$ cat src/sv/level_sensor_average_debounce_macros.svh
// Assertion macros for the level sensor average and debounce block.
`ifndef LEVEL_SENSOR_AVERAGE_DEBOUNCE_MACROS_SVH
`define LEVEL_SENSOR_AVERAGE_DEBOUNCE_MACROS_SVH

`ifndef ASSERT_OFF
`define LSAD_ASSERT(label, clk, rst_n, prop, msg) \
  label: assert property (@(posedge clk) disable iff (!(rst_n)) (prop)) else $error(msg);
`define LSAD_ASSERT_ALWAYS(label, clk, prop, msg) \
  label: assert property (@(posedge clk) (prop)) else $error(msg);
`else
`define LSAD_ASSERT(label, clk, rst_n, prop, msg)
`define LSAD_ASSERT_ALWAYS(label, clk, prop, msg)
`endif

`endif

$ cat src/sv/lsad_pkg.sv
// Shared types and constants of the level sensor average and debounce block.
package lsad_pkg;

  localparam int unsigned WindowLength = 8;
  localparam int unsigned LevelW       = 12;
  localparam int unsigned TimeW        = 32;
  localparam int unsigned DebounceW    = 16;
  localparam int unsigned LevelMax     = 4095;
  localparam int unsigned SumW         = $clog2(WindowLength * LevelMax + 1);
  localparam int unsigned CfgIdxW      = 1;
  localparam int unsigned CfgDataW     = 16;

  localparam logic [LevelW-1:0]    ThresholdReset = LevelW'(2048);
  localparam logic [DebounceW-1:0] DebounceReset  = DebounceW'(500);

  typedef enum logic [CfgIdxW-1:0] {
    RegLevelThreshold = 1'b0,
    RegDebounceTime   = 1'b1
  } lsad_reg_e;

  typedef struct packed {
    logic [LevelW-1:0] sample;
    logic [TimeW-1:0]  now_ms;
  } lsad_in_t;

  typedef struct packed {
    logic              changed;
    logic              water_present;
    logic [LevelW-1:0] filtered_level;
  } lsad_out_t;

  typedef struct packed {
    logic [LevelW-1:0]    level_threshold;
    logic [DebounceW-1:0] debounce_time;
  } lsad_cfg_t;

  typedef struct packed {
    logic changed;
    logic water_present;
  } lsad_status_t;

endpackage

$ cat src/sv/level_sensor_average_debounce.sv
// Top level: beat registers, configuration registers, window and debounce.
//
// Takes one sensor beat per clock cycle while the output side is not stalled,
// and returns one result beat for each, in order, via the input and result registers.
// Each beat shifts its sample into an eight-entry window kept with a running
// sum; the truncated mean is compared against level_threshold (strictly
// greater means water present) and a new level is accepted once it has
// persisted for debounce_time milliseconds of the beat's now_ms time. The
// window sum and the debounce state both close their update loop in their own
// registers, allowing one beat per cycle without a stall. Configuration writes take
// effect at once and are meant to happen only while no beat is in flight.
`include "level_sensor_average_debounce_macros.svh"
module level_sensor_average_debounce import lsad_pkg::*; (
  input  logic                clk_i,
  input  logic                rst_ni,
  input  logic                cfg_we_i,
  input  logic [CfgIdxW-1:0]  cfg_idx_i,
  input  logic [CfgDataW-1:0] cfg_wdata_i,
  input  logic                in_valid_i,
  output logic                in_ready_o,
  input  lsad_in_t            in_data_i,
  output logic                out_valid_o,
  input  logic                out_ready_i,
  output lsad_out_t           out_data_o
);

  lsad_cfg_t         cfg_q;
  lsad_in_t          in_q;
  logic              in_vld_q;
  lsad_out_t         out_q;
  logic              out_vld_q;
  logic              move;
  logic [LevelW-1:0] mean;
  lsad_status_t      status;

  always_ff @(posedge clk_i or negedge rst_ni) begin
    if (!rst_ni) begin
      cfg_q.level_threshold <= ThresholdReset;
      cfg_q.debounce_time   <= DebounceReset;
    end else if (cfg_we_i) begin
      unique case (lsad_reg_e'(cfg_idx_i))
        RegLevelThreshold: cfg_q.level_threshold <= cfg_wdata_i[LevelW-1:0];
        RegDebounceTime:   cfg_q.debounce_time   <= cfg_wdata_i[DebounceW-1:0];
        default: ;
      endcase
    end
  end

  // advance a beat from the input register into the result register
  assign move       = in_vld_q && (!out_vld_q || out_ready_i);
  assign in_ready_o = !in_vld_q || move;

  always_ff @(posedge clk_i or negedge rst_ni) begin
    if (!rst_ni) begin
      in_vld_q <= 1'b0;
    end else if (in_ready_o) begin
      in_vld_q <= in_valid_i;
    end
  end

  always_ff @(posedge clk_i) begin
    if (in_ready_o && in_valid_i) begin
      in_q <= in_data_i;
    end
  end

  lsad_window u_window (
    .clk_i    (clk_i),
    .rst_ni   (rst_ni),
    .en_i     (move),
    .sample_i (in_q.sample),
    .mean_o   (mean)
  );

  lsad_debounce u_debounce (
    .clk_i    (clk_i),
    .rst_ni   (rst_ni),
    .en_i     (move),
    .mean_i   (mean),
    .now_i    (in_q.now_ms),
    .cfg_i    (cfg_q),
    .status_o (status)
  );

  always_ff @(posedge clk_i or negedge rst_ni) begin
    if (!rst_ni) begin
      out_vld_q <= 1'b0;
    end else if (move) begin
      out_vld_q <= 1'b1;
    end else if (out_ready_i) begin
      out_vld_q <= 1'b0;
    end
  end

  always_ff @(posedge clk_i) begin
    if (move) begin
      out_q.changed        <= status.changed;
      out_q.water_present  <= status.water_present;
      out_q.filtered_level <= mean;
    end
  end

  assign out_valid_o = out_vld_q;
  assign out_data_o  = out_q;

  `LSAD_ASSERT(a_stall_only_when_full, clk_i, rst_ni,
    !in_ready_o |-> (in_vld_q && out_vld_q && !out_ready_i),
    "input stalled while pipeline can advance")
  `LSAD_ASSERT(a_move_fills_output, clk_i, rst_ni,
    move |=> out_vld_q,
    "advanced beat did not reach result register")
  `LSAD_ASSERT(a_drain_empties_output, clk_i, rst_ni,
    (out_vld_q && out_ready_i && !move) |=> !out_vld_q,
    "result beat repeated after delivery")
  `LSAD_ASSERT_ALWAYS(a_reset_empty, clk_i,
    !rst_ni |=> (!in_vld_q && !out_vld_q),
    "beat registers hold data after reset")

endmodule

$ cat src/sv/lsad_window.sv
// Sample window shift line with running sum and truncated mean.
module lsad_window import lsad_pkg::*; (
  input  logic              clk_i,
  input  logic              rst_ni,
  input  logic              en_i,
  input  logic [LevelW-1:0] sample_i,
  output logic [LevelW-1:0] mean_o
);

  logic [LevelW-1:0] window_q [WindowLength];
  logic [LevelW-1:0] window_d [WindowLength];
  logic [SumW-1:0]   sum_q, sum_d;

  always_comb begin
    for (int k = 0; k < int'(WindowLength) - 1; k++) begin
      window_d[k] = window_q[k+1];
    end
    window_d[WindowLength-1] = sample_i;
  end

  assign sum_d  = sum_q - SumW'(window_q[0]) + SumW'(sample_i);
  assign mean_o = LevelW'(sum_d / WindowLength);

  always_ff @(posedge clk_i or negedge rst_ni) begin
    if (!rst_ni) begin
      sum_q <= '0;
      for (int k = 0; k < int'(WindowLength); k++) begin
        window_q[k] <= '0;
      end
    end else if (en_i) begin
      sum_q    <= sum_d;
      window_q <= window_d;
    end
  end

endmodule

$ cat src/sv/lsad_debounce.sv
// Threshold compare and time debounce of the filtered level.
module lsad_debounce import lsad_pkg::*; (
  input  logic              clk_i,
  input  logic              rst_ni,
  input  logic              en_i,
  input  logic [LevelW-1:0] mean_i,
  input  logic [TimeW-1:0]  now_i,
  input  lsad_cfg_t         cfg_i,
  output lsad_status_t      status_o
);

  logic             accepted_q, accepted_d;
  logic             pending_q, pending_d;
  logic [TimeW-1:0] start_q, start_d;
  logic             level;
  logic [TimeW-1:0] elapsed;
  logic             changed;

  assign level   = mean_i > cfg_i.level_threshold;
  assign elapsed = now_i - start_q;

  always_comb begin
    accepted_d = accepted_q;
    pending_d  = pending_q;
    start_d    = start_q;
    changed    = 1'b0;
    if (level == pending_q) begin
      if (level != accepted_q && elapsed >= TimeW'(cfg_i.debounce_time)) begin
        accepted_d = level;
        changed    = 1'b1;
      end
    end else begin
      pending_d = level;
      start_d   = now_i;
    end
  end

  assign status_o.changed       = changed;
  assign status_o.water_present = accepted_d;

  always_ff @(posedge clk_i or negedge rst_ni) begin
    if (!rst_ni) begin
      accepted_q <= 1'b0;
      pending_q  <= 1'b0;
      start_q    <= '0;
    end else if (en_i) begin
      accepted_q <= accepted_d;
      pending_q  <= pending_d;
      start_q    <= start_d;
    end
  end

endmodule

$ cat config.mk
export PLATFORM = sky130hd
export DESIGN_NAME = level_sensor_average_debounce
export DESIGN_NICKNAME = d
export VERILOG_FILES = /design/src/sv/lsad_pkg.sv /design/src/sv/level_sensor_average_debounce.sv /design/src/sv/lsad_window.sv /design/src/sv/lsad_debounce.sv
export VERILOG_INCLUDE_DIRS = /design/src /design/src/sv
export SDC_FILE = /design/constraint.sdc
export NUM_CORES = 1
export LEC_CHECK = 0
export BUFFER_PORTS_ARGS = -buffer_cell sky130_fd_sc_hd__buf_2
export CAP_MARGIN = 40
export CORE_MARGIN = 2
export CORE_UTILIZATION = 60
export CTS_CLUSTER_SIZE = 30
export DETAILED_ROUTE_END_ITERATION = 8
export PLACE_DENSITY = 0.84
export SYNTH_ARGS = -nofsm -noshare
export SYNTH_HDL_FRONTEND = slang
export SYNTH_SLANG_ARGS = --single-unit
$ cat constraint.sdc
create_clock -name clk_i -period 6.6 [get_ports clk_i]
set_input_delay 0.33 -clock clk_i [delete_from_list [all_inputs] [get_ports clk_i]]
set_output_delay 0.33 -clock clk_i [all_outputs]
set_load 0.01 [all_outputs]
==> tab_implementation.tex <==
\begin{tabular}{lr}
\hline
Metric & Value \\
\hline
\multicolumn{2}{l}{\textbf{Outcome}} \\
\quad Status & complete, no violations \\
\multicolumn{2}{l}{\textbf{Power and ir drop}} \\
\quad Total power & 7.77 mW \\
\quad Leakage component of the power & 6.93 nW \\
\quad Maximum vdd drop & 0.000368 V \\
\quad PD cells & 546 mW/mm\^{}2 \\
\multicolumn{2}{l}{\textbf{Yosys}} \\
\quad \#FFs+latches synth & 233 \\
\quad Total number of yosys warnings & 0 \\
\quad Main flop type after synthesis & dfrtp\_1 \\
\quad Distinct cells, synth & 56 \\
\quad Cells after Synth & 1233 \\
\quad Total standard cell area after synthesis & 0.0121 sq mm \\
\quad Average instance area after synthesis & 9.83 sq um \\
\quad Sequential area share after synthesis & 50.6\% \\
\quad FFs w/ async S/R, synth & 75.1\% \\
\quad Syn nets & 1386 \\
\quad Number of enable-type register cells in the synthesized netlist & 58 \\
\multicolumn{2}{l}{\textbf{GRT}} \\
\quad Wire length of the first global-routing pass & 45300 um \\
\quad Sum of overflow across all layers after global routing & 0 \\
\quad Pin count of the biggest net entering global routing & 92 \\
\quad Via count of the first global-routing pass & 9376 \\
\quad Combined global-route utilization of all metal layers & 25.9\% \\
\quad Number of antenna violations at the first check in global routing & 0 \\
\multicolumn{2}{l}{\textbf{STA}} \\
\quad Fmax & 168 MHz \\
\quad Final setup margin & 0.638 ns \\
\quad Final Max Tran Viols & 0 \\
\quad Final hold violations & 0 \\
\quad Slew at the pin with the worst max-slew slack & 0.801 ns \\
\quad Layout Skew & 0.0263 ns \\
\quad Worst slew margin relative to its limit & 45.2\% \\
\quad Clock period minus final worst setup slack & 5.96 ns \\
\quad Fin Hold WS & 0.0225 ns \\
\quad Post-route clock period utilization & 90.3\% \\
\quad Setup TNS after final layout & 0 ns \\
\quad Number of endpoints failing setup at the final stage & 0 \\
\quad Setup repair after global routing missed its margin & no \\
\multicolumn{2}{l}{\textbf{Critical path}} \\
\quad Arrival time at the worst endpoint & 6.36 ns \\
\quad Required arrival time at the worst endpoint & 7.00 ns \\
\quad Worst setup SP type & register \\
\quad Critical path type & reg -> reg \\
\quad Maximum net fanout on the critical path & 20 \\
\quad Worst setup EP type & register \\
\multicolumn{2}{l}{\textbf{Cells and area}} \\
\quad Net count, final & 1508 \\
\quad Area overhead of the layout relative to synthesis & 17.4\% \\
\quad Most common library cell in the layout ignoring fill and taps & nand2\_1 \\
\quad Utilization of the core after routing & 72.4\% \\
\quad Non-filler instance count after layout & 1639 \\
\quad Share of final-layout standard cells stronger than drive strength 1 & 15.4\% \\
\quad Antenna diode count & 0 \\
\quad Most frequent cells in the layout & nand2\_1 (313), dfrtp\_1 (168), inv\_1 (127), buf\_2 (80), ha\_1 (74) \\
\quad Post-route cell area & 0.0142 sq mm \\
\multicolumn{2}{l}{\textbf{Die}} \\
\quad Floorplan die width & 146 um \\
\quad Die area & 0.0213 sq mm \\
\quad Starting Density & 61.6\% \\
\quad Ports placed on the boundary & 82 \\
\quad Num rows & 51 \\
\quad Core region area & 0.0197 sq mm \\
\quad Die Ht & 146 um \\
\multicolumn{2}{l}{\textbf{Drt}} \\
\quad Via count normalized by instance count & 5.62 \\
\quad First-pass detailed-route iteration total & 5 \\
\quad Number of vias in the routed layout & 9207 \\
\quad Total detailed-routing wirelength & 27100 um \\
\quad Detailed Route Iter0 Violations & 699 \\
\quad Routed len/inst & 16.5 um \\
\quad ANT nets after route & 0 \\
\quad Drt drc & 0 \\
\multicolumn{2}{l}{\textbf{Place}} \\
\quad Final GP Congestion & 0.864 \\
\quad Detailed-placement wirelength estimate & 18000 um \\
\quad Placed Cells incl. Taps & 1545 \\
\quad Instance area at placement & 0.0128 sq mm \\
\quad Setup Slack @ Placement & 0.697 ns \\
\quad I/O Buffers & 81 \\
\multicolumn{2}{l}{\textbf{Clock tree}} \\
\quad Hold buffers post-CTS & 48 \\
\quad Clock sink total & 233 \\
\quad CTS tree & built \\
\quad Clock latency at the later pin of the worst-skew pair & 0.54 ns \\
\quad Count of instances resized after the clock tree is built & 0 \\
\quad Root Buffer Master & clkbuf\_16 \\
\quad H-Tree Depth & 1 \\
\quad Clock transition at path regs & 0.06 ns \\
\quad Clock buffer depth & 3 \\
\quad Inserted Clock Buffers & 25 \\
\quad Number of setup buffers added after CTS & 0 \\
\multicolumn{2}{l}{\textbf{Flow run}} \\
\quad Number of maximum-capacitance violations & 0 \\
\multicolumn{2}{l}{\textbf{Hold path}} \\
\quad Worst hold path class & in -> reg \\
\hline
\end{tabular}
==> where the power goes <==
group | internal [mW] | switching (mW)
registers | 1.97 | 0.222
logic | 1.69 | 2.37
clock network | 0.930 | 0.589
==> Yosys cell counts, drive strengths merged, types with 3 or more instances <==
| cell | n | area (sq um) |
|---|---|---|
| a2111oi | 6 | 71.3 |
| a211o | 6 | 55.1 |
| a211oi | 5 | 37.5 |
| a21boi | 3 | 22.5 |
| a21o | 19 | 150 |
| a21oi | 51 | 263 |
| a311o | 3 | 31.3 |
| a31oi | 6 | 37.5 |
| and2 | 4 | 25.0 |
| and3 | 14 | 87.6 |
| buf | 13 | 57.6 |
| clkbuf | 31 | 116 |
| dfrtp | 168 | 4200 |
| dfstp | 7 | 184 |
| edfxtp | 58 | 1740 |
| fa | 13 | 260 |
| ha | 74 | 926 |
| inv | 128 | 480 |
| mux2 | 52 | 586 |
| nand2 | 314 | 1180 |
| nand2b | 7 | 43.8 |
| nand3 | 18 | 90.1 |
| nand3b | 3 | 22.5 |
| nand4 | 11 | 68.8 |
| nor2 | 37 | 139 |
| nor2b | 8 | 50.1 |
| nor3 | 16 | 80.1 |
| nor4 | 4 | 25.0 |
| o2111ai | 7 | 61.3 |
| o211a | 3 | 30.0 |
| o211ai | 10 | 75.1 |
| o21a | 10 | 75.1 |
| o21ai | 60 | 300 |
| o21bai | 6 | 45.0 |
| o31a | 5 | 43.8 |
| o31ai | 3 | 22.5 |
| or3 | 9 | 61.3 |
| xnor2 | 23 | 201 |
| xor2 | 7 | 61.3 |
==> kinds of logic (layout without fill, tap and decap cells) <==
logic type | count (synthesis) | after routing | share of synthesized area (%)
compound gates | 209 | 209 | 11.4
xor+xnor | 30 | 30 | 2.17
fa+ha+maj | 87 | 87 | 9.79
buf+inv | 172 | 313 | 5.40
flops | 233 | 233 | 50.6
mux | 53 | 53 | 4.92
simple gates | 449 | 449 | 15.7
==> final timing paths <==
kind	startpoint	to	slack, ns	depth (start not counted)
min reg2reg	u_window.window_d[12]$_DFFE_PN0P_	u_window.window_d[24]$_DFFE_PN0P_	0.46	2
min	cfg_wdata_i[4]	cfg_q[20]$_DFFE_PN0P_	0.02	3
min in group asynchronous	rst_ni	u_debounce.start_q[21]$_DFFE_PN0P_	0.28	2
max reg2reg	in_q[33]$_DFFE_PP_	u_debounce.start_q[16]$_DFFE_PN0P_	0.64	23
max	in_q[33]$_DFFE_PP_	u_debounce.start_q[16]$_DFFE_PN0P_	0.64	23
max in group asynchronous	rst_ni	u_window.window_d[25]$_DFFE_PN0P_	4.99	5
==> critical path: stages, from the launching register on <==
cell and delay, ns:
edfxtp_1 0.32, inv_1 0.06, fa_1 0.54, inv_1 0.07
fa_1 0.47, a21o_1 0.18, a21oi_1 0.23, o21bai_1 0.09
a21oi_1 0.23, o21bai_1 0.12, a21oi_1 0.24, o2111ai_1 0.16
a2111oi_0 0.74, o31a_1 0.22, nor2_1 0.05, ha_1 0.30
nand4_1 0.13, nor2_1 0.07, a2111oi_0 0.42, nor2_1 0.23
xnor2_1 0.19, nor2_2 0.11, buf_4 0.30, mux2_2 0.38
==> routing by layer <==
metal	vias to the layer above	track usage [%]	wire [um]
li1	4406	-	-
met1	4450	35.1	11800
met2	285	43.1	13000
met3	66	4.41	1470
met4	0	8.01	801
met5	-	0	0
==> final cells by class <==
type                       instances  area [sq um]
sequential                       233          6130
clock buffer                      30           674
timing repair buffer             139          1040
tap                              265           332
inverter                         128           482
multi-input combinational        828          5340
clock inverter                    16           229
fill                            1371          5430
==> registers in the layout (all words and copies together) (netlist names) <==
name,count
u_window.sum_q,15
u_debounce.pending_q,1
out_data_o,14
u_debounce.accepted_q,1
u_debounce.start_q,32
out_valid_o,1
in_q,44
cfg_q,28
u_window.window_d,84
u_window.window_q,12
in_vld_q,1
Power figures use the tool's default switching activity.
